### config.mk
export PLATFORM = sky130hd
export DESIGN_NAME = ccir_delay
export DESIGN_NICKNAME = d
export VERILOG_FILES = /design/src/circle_contact_impulse_resolve_assert.svh /design/src/ccir_pkg.sv /design/src/ccir_delay.sv
export SDC_FILE = /design/constraint.sdc
export NUM_CORES = 1
export LEC_CHECK = 0
export ABC_AREA = 1
export BUFFER_PORTS_ARGS = -buffer_cell sky130_fd_sc_hd__buf_2
export CAP_MARGIN = 30
export CORE_ASPECT_RATIO = 1.1
export CORE_UTILIZATION = 55
export CTS_CLUSTER_SIZE = 20
export DETAILED_ROUTE_END_ITERATION = 12
export PLACE_DENSITY = 0.69
export RECOVER_POWER = 100
export SYNTH_ARGS = -nofsm -noshare
export SYNTH_HDL_FRONTEND = slang
export SYNTH_SLANG_ARGS = --single-unit
export TNS_END_PERCENT = 10
### constraint.sdc
create_clock -name clk -period 0.8 [get_ports clk]
set_input_delay 0.16 -clock clk [delete_from_list [all_inputs] [get_ports clk]]
set_output_delay 0.16 -clock clk [all_outputs]
set_load 0.02 [all_outputs]
### src/circle_contact_impulse_resolve_assert.svh
// ----------------------------------------------------------------------------
// Contact resolver assertion macros
// Concurrent assertion helpers shared by the contact resolver RTL.
// ----------------------------------------------------------------------------
`ifndef CIRCLE_CONTACT_IMPULSE_RESOLVE_ASSERT_SVH
`define CIRCLE_CONTACT_IMPULSE_RESOLVE_ASSERT_SVH

// Same-cycle implication, checked on every rising clock edge outside reset.
`define CCIR_ASSERT_NOW(label, clk, rst, ante, cons, msg) \
  label: assert property (@(posedge clk) disable iff (rst) (ante) |-> (cons)) else $error(msg);

// Next-cycle implication, checked on every rising clock edge outside reset.
`define CCIR_ASSERT_NEXT(label, clk, rst, ante, cons, msg) \
  label: assert property (@(posedge clk) disable iff (rst) (ante) |=> (cons)) else $error(msg);

`endif

### src/ccir_pkg.sv
// ----------------------------------------------------------------------------
// Contact resolver package
// Shared widths, constants and pipeline payload types.
// ----------------------------------------------------------------------------
`timescale 1ns / 1ps

package ccir_pkg;

  localparam int CCIR_FRAC_BITS = 16;

  localparam int SQRT_RAD_W  = 66;
  localparam int SQRT_ROOT_W = 33;
  localparam int SQRT_REM_W  = 37;

  localparam int DIV_NUM_W = 64;
  localparam int DIV_DEN_W = 33;
  localparam int DIV_QUO_W = 33;

  localparam int RATIO_BITS = 28;
  localparam int REST_W     = 17;
  localparam int REST_ONE   = 65536;
  localparam int REST_RESET = 32768;

  typedef struct packed {
    logic signed [31:0] apx;
    logic signed [31:0] apy;
    logic signed [31:0] bpx;
    logic signed [31:0] bpy;
    logic signed [31:0] avx;
    logic signed [31:0] avy;
    logic signed [31:0] bvx;
    logic signed [31:0] bvy;
    logic [31:0]        ma;
    logic [31:0]        mb;
    logic [30:0]        ra;
    logic [30:0]        rb;
  } ccir_item_t;

  typedef struct packed {
    ccir_item_t         it;
    logic signed [32:0] dx;
    logic signed [32:0] dy;
  } ccir_side_a_t;

  typedef struct packed {
    ccir_item_t  it;
    logic        sx;
    logic        sy;
    logic        near;
    logic        contact;
    logic        tz;
    logic [31:0] pen;
  } ccir_side_b_t;

endpackage

### src/ccir_delay.sv
// ----------------------------------------------------------------------------
// Contact resolver delay line
// Fixed-depth register chain that keeps side data aligned with long units.
// ----------------------------------------------------------------------------
`timescale 1ns / 1ps

module ccir_delay import ccir_pkg::*; #(
  parameter int WIDTH = 1,
  parameter int DEPTH = SQRT_ROOT_W
) (
  input  logic             clk,
  input  logic             rst,
  input  logic [WIDTH-1:0] d,
  output logic [WIDTH-1:0] q
);

  logic [WIDTH-1:0] pipe [DEPTH];

  always_ff @(posedge clk) begin
    if (rst) begin
      for (int k = 0; k < DEPTH; k++) begin
        pipe[k] <= '0;
      end
    end else begin
      pipe[0] <= d;
      for (int k = 1; k < DEPTH; k++) begin
        pipe[k] <= pipe[k-1];
      end
    end
  end

  assign q = pipe[DEPTH-1];

endmodule

Word-level counts from Yosys, hierarchy flattened
Memories as Yosys holds them, arrays and structs flattened.
Index checks and enable logic that the tools add are counted.
Word-level totals
  bits in registers: 0
  bits in latches: 0
  memory bits (writable): 33
  ROM bits: 0
  input bits: 3
  output and inout bits: 1
  memories: 1
Cells by class
  $add $sub $neg: 0
  $mul: 0
  div/mod/pow operators: 0
  $lt $le $gt $ge: 0
  equal/unequal tests: 0
  shift-type cells: 0
  muxes and demuxes: 36
  bitwise gates (word level): 33
  reduce and logical (&&, ||, !) cells: 0
Memories
  pipe: words 33, bits a word 1, rd ports 33, clocked after memory_dff 0, write ports 33, RTL line ccir_delay.sv:17  | logic [WIDTH-1:0] pipe [DEPTH];
Operators by type and width (number)
  two-way mux 1 bit: 36
  bitwise OR 1 bit: 33

Depth between registers and ports, before layout
  depth after elaboration: 3
  mapped depth: 3
  gate-level depth less buffers: 2

Least setup slack after synthesis
No wires, ideal clock.
  path kind: reg2out
  start point: memory pipe[32][0], in the netlist pipe[1][0]
  end point: output port q
  arrival: 0.395 ns
  required time: 0.640 ns
  setup slack: 0.245 ns
  stages on the path, launching flop included: 1
  path buffers: 0
  path through: dfxtp_1
RTL lines
  start, declared: RTL line ccir_delay.sv:17
  end, declared: RTL line ccir_delay.sv:14  | output logic [WIDTH-1:0] q

==> impl_metrics.toml <==
[outcome]
status = "finished with violations"
violations = "negative setup slack"

[worst_setup_path]
crit_arrival_ns = 0.76
crit_path_cell_trace = "buf_6"
end_kind = "output port"
worst_ep_required_time_ns = 0.64
crit_buf_inv = 1
cpMaxStageDelayCell = "dfxtp_2"
path_class = "reg2out"
crit_family = "flip-flops"
r2r_slack_ns = 0.27
crit_fanout = 1
startpoint_type = "flip-flop"
slowest_delay_ns = 0.32

[drt]
drt_iter0_drc = 6
ant_nets = 0
detail_route.first_pass.iterations = 2
drt-total-wl_um = 1160
vias_per_cell = 4.16
wl_per_cell_um = 9.12
vias = 528
drc = 0

[global_routing]
antenna_found_initial = 0
grt_pass1_vias = 467
grt-ovfl-total = 0
grt_max_degree = 34
grt_pass1_wl_um = 1940
grt_use_total_pct = 15.7

[clock_network]
postCtsSetupRepairBufs = 0
cts_inserted_buffers = 5
cts.sinks = 33
cts_root_buffer = "clkbuf_4"
ctsHoldBuffers = 0
h-tree-depth = 2
path_clk_slew_ns = 0.09
clockBufferDepth = 2
cts_tree = "yes"
clk_latency_ns = 0.32

[finish]
fin_nets = 113
utilization_pct = 63.8
final_layout_size_suffix_gt1_share_pct = 11.8
area.growth.synth_to_final_pct = 6.14
largest_reg_flops = 33
antenna_cells = 0
stdcell_area_sq_mm = 0.00102
max_flop_register = "pipe"
reg.largest.list = "pipe: 33 flops"
stdcell_count = 127

[timing]
worst_slack_ns = -0.124
hold_viol = 0
clock.fmax_mhz = 1080
fin_crit_sh_pct = 116
worst_pin_slew_ns = 0.588
slew_headroom_pct = 60.8
finalMaxSlewViolations = 0
skew_ns = 0.00615
rsz0062_at_grt = "yes"
fin_crit_ns = 0.924
setup_viol = 1

[die]
pin_count = 4
fp.coreArea_sq_mm = 0.00160
chipHeight_um = 45.8
start_util_pct = 60.1
dieWidth_um = 41.8
dieArea_sq_mm = 0.00191
rows = 15

[hold_path]
hold_class = "in2reg"

[pwr]
peakVddDrop_mv = 1.60
p_per_area_mw_per_mm2 = 2540
leakage_nw = 0.407
power_mw = 2.59

[yosys]
syn_avg_cell_area_sq_um = 9.31
synth_cells = 103
synth_seq_cells = 33
syn_nets = 106
synth.distinct_cells = 5
netlist_area_sq_um = 958
yosysSeqAreaShare_pct = 68.9
yosysWarnings = 0

[placement]
dp.cells = 120
placed_area_sq_um = 970
gp_congestion = 0.623
dp_hpwl_um = 724
dp_slack_ns = 0.146
io_buffers = 3

[job]
drv_cap = 0
logic make-up after synthesis:
family | share of synthesized area [%]
buffers and inverters | 17.6
flip-flops | 68.9
AND/OR/NAND/NOR | 13.4
routing by layer:
layer / GRT usage, % / routed length [um]
met5: 0 / 0
met4: 17.4 / 57
met3: 5.95 / 53
met2: 24.7 / 552
met1: 15.3 / 494
per-stage QoR:
step / hold WS [ns] / setup TNS [ns]
detailed placement: 0.372 / 0
floorplan: 0.267 / 0
finish: 0.0362 / -0.124
global placement: 0.375 / 0
CTS: 0.0346 / -0.131
global route: 0.0379 / -0.154
final cells by class:
class | instances | area [sq um]
sequential | 33 | 662
fill | 138 | 578
multi-input combinational | 33 | 129
inverter | 33 | 124
clock buffer | 7 | 55.1
timing repair buffer | 4 | 26.3
tap | 17 | 21.3
cell usage after synthesis:
cell | instances | area share (%)
buf_6 | 4 | 4.7
inv_1 | 33 | 13
nor2_2 | 2 | 1.3
dfxtp_1 | 33 | 69
nor2_1 | 31 | 12
cells in the final DEF (no fill, tap or decap), drive strengths merged:
master / instances
clkbuf: 8
dfxtp: 33
nor2: 33
inv: 33
buf: 3
report_power, final:
group / switching [mW] / internal (mW) / leakage (nW)
logic: 0.0281 / 0.00852 / 0.109
registers: 0.00216 / 1.65 / 0.267
clock network: 0.486 / 0.414 / 0.0314
timing repair:
action | 4_1_cts | 5_1_grt
gates resized for setup | 3 | 0
pin swaps | 0 | 0
setup endpoints to repair | 1 | 1
endpoints found under the hold margin | 0 | 0
worst paths after layout:
check              start  cells past startpoint     endpoint
max           pipe[1][0]                      1            q
min                    d                      3   pipe[0][0]
max reg2reg  pipe[0][17]                      2  pipe[0][18]
min reg2reg  pipe[0][31]                      2   pipe[1][0]
Power figures use the tool's default switching activity.
