==> src/circle_contact_impulse_resolve_assert.svh <==
// ----------------------------------------------------------------------------
// Contact resolver assertion macros
// Concurrent assertion helpers shared by the contact resolver RTL.
// ----------------------------------------------------------------------------
`ifndef CIRCLE_CONTACT_IMPULSE_RESOLVE_ASSERT_SVH
`define CIRCLE_CONTACT_IMPULSE_RESOLVE_ASSERT_SVH

// Same-cycle implication, checked on every rising clock edge outside reset.
`define CCIR_ASSERT_NOW(label, clk, rst, ante, cons, msg) \
  label: assert property (@(posedge clk) disable iff (rst) (ante) |-> (cons)) else $error(msg);

// Next-cycle implication, checked on every rising clock edge outside reset.
`define CCIR_ASSERT_NEXT(label, clk, rst, ante, cons, msg) \
  label: assert property (@(posedge clk) disable iff (rst) (ante) |=> (cons)) else $error(msg);

`endif

==> src/ccir_pkg.sv <==
// ----------------------------------------------------------------------------
// Contact resolver package
// Shared widths, constants and pipeline payload types.
// ----------------------------------------------------------------------------
`timescale 1ns / 1ps

package ccir_pkg;

  localparam int CCIR_FRAC_BITS = 16;

  localparam int SQRT_RAD_W  = 66;
  localparam int SQRT_ROOT_W = 33;
  localparam int SQRT_REM_W  = 37;

  localparam int DIV_NUM_W = 64;
  localparam int DIV_DEN_W = 33;
  localparam int DIV_QUO_W = 33;

  localparam int RATIO_BITS = 28;
  localparam int REST_W     = 17;
  localparam int REST_ONE   = 65536;
  localparam int REST_RESET = 32768;

  typedef struct packed {
    logic signed [31:0] apx;
    logic signed [31:0] apy;
    logic signed [31:0] bpx;
    logic signed [31:0] bpy;
    logic signed [31:0] avx;
    logic signed [31:0] avy;
    logic signed [31:0] bvx;
    logic signed [31:0] bvy;
    logic [31:0]        ma;
    logic [31:0]        mb;
    logic [30:0]        ra;
    logic [30:0]        rb;
  } ccir_item_t;

  typedef struct packed {
    ccir_item_t         it;
    logic signed [32:0] dx;
    logic signed [32:0] dy;
  } ccir_side_a_t;

  typedef struct packed {
    ccir_item_t  it;
    logic        sx;
    logic        sy;
    logic        near;
    logic        contact;
    logic        tz;
    logic [31:0] pen;
  } ccir_side_b_t;

endpackage

==> src/ccir_sqrt.sv <==
// ----------------------------------------------------------------------------
// Contact resolver square root
// Pipelined floor square root, one root bit per register stage.
// ----------------------------------------------------------------------------
`timescale 1ns / 1ps

module ccir_sqrt import ccir_pkg::*; (
  input  logic                   clk,
  input  logic [SQRT_RAD_W-1:0]  radicand,
  output logic [SQRT_ROOT_W-1:0] root
);

  localparam int N = SQRT_ROOT_W;

  logic [SQRT_RAD_W-1:0]  rad_c [N];
  logic [SQRT_REM_W-1:0]  rem_c [N];
  logic [N-1:0]           rt_c  [N];
  logic [SQRT_RAD_W-1:0]  rad_q [N];
  logic [SQRT_REM_W-1:0]  rem_q [N];
  logic [N-1:0]           rt_q  [N];
  logic [SQRT_REM_W-1:0]  cur   [N];
  logic [SQRT_REM_W-1:0]  trial [N];
  logic                   ge    [N];

  always_comb begin
    rad_c[0] = radicand;
    rem_c[0] = '0;
    rt_c[0]  = '0;
    for (int k = 1; k < N; k++) begin
      rad_c[k] = rad_q[k-1];
      rem_c[k] = rem_q[k-1];
      rt_c[k]  = rt_q[k-1];
    end
    for (int k = 0; k < N; k++) begin
      cur[k]   = {rem_c[k][SQRT_REM_W-3:0], rad_c[k][SQRT_RAD_W-1 -: 2]};
      trial[k] = SQRT_REM_W'({rt_c[k], 2'b01});
      ge[k]    = cur[k] >= trial[k];
    end
  end

  always_ff @(posedge clk) begin
    for (int k = 0; k < N; k++) begin
      rad_q[k] <= rad_c[k] << 2;
      rem_q[k] <= ge[k] ? cur[k] - trial[k] : cur[k];
      rt_q[k]  <= {rt_c[k][N-2:0], ge[k]};
    end
  end

  assign root = rt_q[N-1];

endmodule

==> config.mk <==
export PLATFORM = sky130hd
export DESIGN_NAME = ccir_sqrt
export DESIGN_NICKNAME = d
export VERILOG_FILES = /design/src/circle_contact_impulse_resolve_assert.svh /design/src/ccir_pkg.sv /design/src/ccir_sqrt.sv
export SDC_FILE = /design/constraint.sdc
export NUM_CORES = 2
export LEC_CHECK = 0
export BUFFER_PORTS_ARGS = -buffer_cell sky130_fd_sc_hd__buf_2
export CAP_MARGIN = 10
export CORE_UTILIZATION = 45
export DETAILED_ROUTE_END_ITERATION = 6
export GPL_ROUTABILITY_DRIVEN = 0
export PLACE_DENSITY_LB_ADDON = 0.1
export SLEW_MARGIN = 15
export SYNTH_ARGS = -nofsm -noshare
export SYNTH_HDL_FRONTEND = slang
export SYNTH_MEMORY_MAX_BITS = 65536
export SYNTH_SLANG_ARGS = --single-unit
==> constraint.sdc <==
create_clock -name clk -period 3.31 [get_ports clk]
set_clock_uncertainty 0.1 [all_clocks]
set_input_delay 0.331 -clock clk [delete_from_list [all_inputs] [get_ports clk]]
set_output_delay 0.331 -clock clk [all_outputs]
set_load 0.005 [all_outputs]
* Word level (Yosys, flattened, before mapping)
Memories as Yosys holds them, arrays and structs flattened.
Index checks and enable logic that the tools add are counted.
** Cells by class
- Add/sub/neg operators :: 33
- Order comparisons :: 33
- Multiplexer cells :: 33
** Operators with widths (number)
- $mux 37 :: 33
- $ge 37x35->1 :: 32
- $sub 37x35->37 :: 32
- $sub 2x1->3 const B :: 1
- $ge 2x1->1 const B :: 1
** Word-level totals
- Register bits after elaboration :: 0
- Memory bits (writable) :: 4422
- Memories kept :: 3
- Input port bits :: 67
** Memory list
- rad_q :: depth 33, bits a word 64, rd ports 32, clocked after memory_dff 0, wr ports 33, line ccir_sqrt.sv:18 : logic [SQRT_RAD_W-1:0] rad_q [N];
- rem_q :: depth 33, bits a word 37, rd ports 32, clocked after memory_dff 0, wr ports 33, line ccir_sqrt.sv:19 : logic [SQRT_REM_W-1:0] rem_q [N];
- rt_q :: depth 33, bits a word 33, rd ports 33, clocked after memory_dff 0, wr ports 33, line ccir_sqrt.sv:20 : logic [N-1:0] rt_q [N];

* Depth between registers and ports, before layout
An unclocked memory read counts as a cell.
- Depth after elaboration :: 3
- Mapped depth :: 15

* Worst setup path before layout
No wires, ideal clock.
- Path type :: register -> register
- From :: memory rt_q[0][926] (netlist name)
- To :: memory rem_q[29][30] (netlist: rem_q[0][1103])
- Data required time :: 3.089 ns
- Cell stages (with the launch flop) :: 12
- Arrival time :: 3.343 ns
- Path buffers :: 1
- Clock period less this slack :: 3.563 ns
- Library setup time :: 0.121 ns
- Setup slack :: -0.253 ns
- Cells stage by stage :: dfxtp_1 > inv_1 > ha_1 > nand3_1 > o221ai_1 > a211oi_1 > nor3b_1 > a21boi_0 > or3b_2 > o41ai_1 > clkbuf_1 > mux2_2
** RTL lines (line)
- start: declaration :: ccir_sqrt.sv:20
- end: declaration :: ccir_sqrt.sv:19

==> impl_metrics.ini <==
[critical_path]
cpMostUsedCell = or4_4
critPathSlowestCell = or4_4
path_max_fanout = 8
r2r_start = rem_q[0][346]
setup.worst_path.class = flip-flop to flip-flop
start_kind = flip-flop
crit_path_max_incr_delay_ps = 580
crit_path_end_kind = flip-flop
crit_buf_inv = 0
arrival_ps = 4140
crit_path_start = rem_q[0][346]
crit_required_ps = 4010
path_delay_family = simple AND/OR/NAND/NOR gates
crit_chain = or3_4 > or4_4 > or4_4 > or4b_4 > o21ai_4 > nor2b_2 > or4_4 > nor4_4 > xor2_1

[power_and_ir_drop]
p_leak_nw = 55.9
power_frac_seq_pct = 46.9
p_clk_share_pct = 36.8
p_sw_share_pct = 27.3
switching_power_mw = 24.2
power.internal_mw = 64.6
comb_power_share_pct = 16.3
total_power_mw = 88.8
peakVddDrop_uv = 492
power.density_mw_per_mm2 = 746

[hold_path]
min_from = radicand[64]
hold_class = input pin to flip-flop

[clock_network]
cts_root_buffer = clkbuf_16
cts_tree = done
clk_pin_slew_worst_paths_ps = 60
clock-sinks = 2684
clock_latency_ps = 930
cts_made_buffers = 292
clockBufferDepth = 4
cts_htree_levels = 5

[detailed_routing]
vias_per_cell = 5.03
vias = 68437
dr.pass1.iters = 6
drc = 0
wl_per_cell_um = 16.2
drtAntennaViolNets = 0
first_iter_violations = 3529
routed_wl_mm = 221

[logic_synthesis]
synth-simple-area-share_pct = 12.5
synth_edf_count = 0
synth_xor_area_share_pct = 8.22
synth-async-reset-ratio_pct = 0
synthMuxAreaShare_pct = 1.14
synth_fa_ha_area_share_pct = 7.61
mappedNetlistArea_mm2 = 0.0980
synth_nets = 10303
synth-seq-cells = 2684
ys.flop_type = dfxtp_1
synth_warnings = 0
synth_top_family_by_area = simple AND/OR/NAND/NOR gates
ys_seq_area_share_pct = 54.9
synth_cells = 9640
synth_compound_area_share_pct = 12.1
syn_area_per_cell_um2 = 10.2
synth.distinct_cells = 88

[cells_and_area]
syn2layout_area_growth_pct = 21.4
seqCellArea_mm2 = 0.0538
drive_gt1_share_pct = 14.7
multi_input_comb_area_mm2 = 0.0424
fillers = 18917
fin_nets = 11229
finish.utilization_pct = 55.2

[floorplanning]
die-area_mm2 = 0.220
ios = 100
initial_core_util_pct = 45.5
die_x_um = 469
rows = 170
core_area_mm2 = 0.215
dieHeight_um = 469

[timing]
slew_headroom_pct = 58.3
maxSlewViolCount = 0
tightest_slew_ps = 621
rsz0062_at_grt = yes
worst_slack_ps = -131
layout_min_cycle_time_ps = 3440
max_freq_mhz = 291
setup-tns-final_ps = -594
finalCritPeriodShare_pct = 104
hold_viol_final = 0
fin_hold_ws_ps = 126
setup_violations = 7

[grt]
grt_pass1_vias = 67910
antenna_found_initial = 2
grt_max_degree = 49
gr-total-overflow = 0
grt_usage_pct = 19.7
grt_pass1_wl_mm = 350

[outcome]
outcome = finished, violations left
violations = negative setup slack

[placement]
dpl.hpwl_mm = 165
pre_cts_slack_ps = -243
portBuffers = 99

[job]
drv_cap = 0
final cells by class:
| type | instances | share of cell area [%] |
|---|---|---|
| flip-flops and latches | 2684 | 45.2 |
| well taps | 2838 | 2.99 |
| multi-input cells | 6033 | 35.7 |
| inverters | 747 | 2.36 |
| diodes | 1 | 0.00210 |
| repair buffers | 808 | 5.50 |
| clock buffers | 389 | 7.08 |
| clock inverters | 113 | 1.20 |
cells in the final DEF, fill, tap and decap left out, types with 60 or more instances in the layout:
cell type,Yosys,final
a21o_1,257,257
o21bai_1,67,63
nand2b_1,130,128
nand3_1,168,162
o21ai_0,478,443
clkbuf_8,0,60
nor3_1,242,214
ha_1,596,576
o21a_1,91,91
nor4_1,123,102
dlygate4sd3_1,0,134
nor2_1,640,626
buf_4,0,539
a21oi_1,623,608
buf_2,5,99
xor2_1,429,429
dfxtp_1,2684,2665
nor2b_1,87,83
clkbuf_16,0,306
xnor2_1,490,486
nand2_1,631,625
or3_1,88,80
nand4_1,100,100
inv_1,746,745
mux2_2,93,92
power groups by stage:
stage	Clock [mW]	Combinational (mW)	Sequential, mW
3_5_place_dp	0	13.7	42.2
4_1_cts	33.7	14.0	41.6
2_1_floorplan	0	9.98	40.6
6_report	32.7	14.5	41.6
3_3_place_gp	0	13.5	42.2
5_1_grt	35.0	16.1	42.2
cell usage after synthesis (all sizes together), types with 55 or more instances:
master  count  area (um^2)
a21o      257         1930
a21oi     623         3120
and3       60          375
clkbuf    148          557
dfxtp    2684        53700
ha        596         7460
inv       747         2800
mux2       93         1050
nand2     631         2370
nand2b    130          813
nand3     168          841
nand4     100          626
nor2      640         2400
nor2b      87          544
nor3      245         1240
nor4      125          795
o21a       91          683
o21ai     481         2410
o21bai     67          503
or3        89          562
or4        55          424
xnor2     490         4290
xor2      429         3760
worst register-to-register path, cell delays in order, from the launching register on:
cell and delay [ps]:
dfxtp_1 310, or3_4 380, or4_4 420, or4_4 430, or4b_4 550, o21ai_4 160
nor2b_2 80, or4_4 580, nor4_4 180, xor2_1 170
state kept, by name, indices dropped and copies added, names as in the netlist:
register and cells:
rem_q 1067, rt_q 561, rad_q 1056
worst paths after layout:
kind                                       to  slack, ps  cells after the start
worst max-delay path            rem_q[0][404]       -130                      9
worst min-delay path              rem_q[0][1]        130                      3
worst max register to register  rem_q[0][404]       -130                      9
worst min register to register  rad_q[0][203]        180                      0
cells by family (layout without fill, tap and decap cells):
kind of cell,after synthesis,count (layout)
DFF,2684,2684
buffers and inverters,924,2057
adders and majority gates,596,596
AOI/OAI and AO/OA,1918,1918
xor gates and xnor gates,919,919
other,1,2
and+or+nand+nor,2498,2499
muxes,100,100
routing by layer:
layer  share of wire (%)  vias up  routed length (um)  track usage, %
met4                 3.4        0                7580            7.33
met5                   0        -                   0               0
met3                 3.7      476                8090            2.82
met2                  49     1223              109000            35.1
li1                    -    34824                   -               -
met1                  44    31914               96200            23.8
metrics by stage:
step | std cells | area (um^2)
floorplan | 9640 | 98000
global placement | 12920 | 106000
detailed placement | 12920 | 106000
CTS | 13561 | 117000
global route | 13613 | 119000
finish | 13613 | 119000
timing repair:
item                                    CTS  global route
pin swaps                                 5            81
endpoints found under the hold margin    67             0
cloned                                    2             9
buffers inserted                          3            43
resized for setup                        44           317
hold buffers                            134             0
endpoints found under the setup margin  127           498
Note: power is estimated with default switching activity, not from simulation.
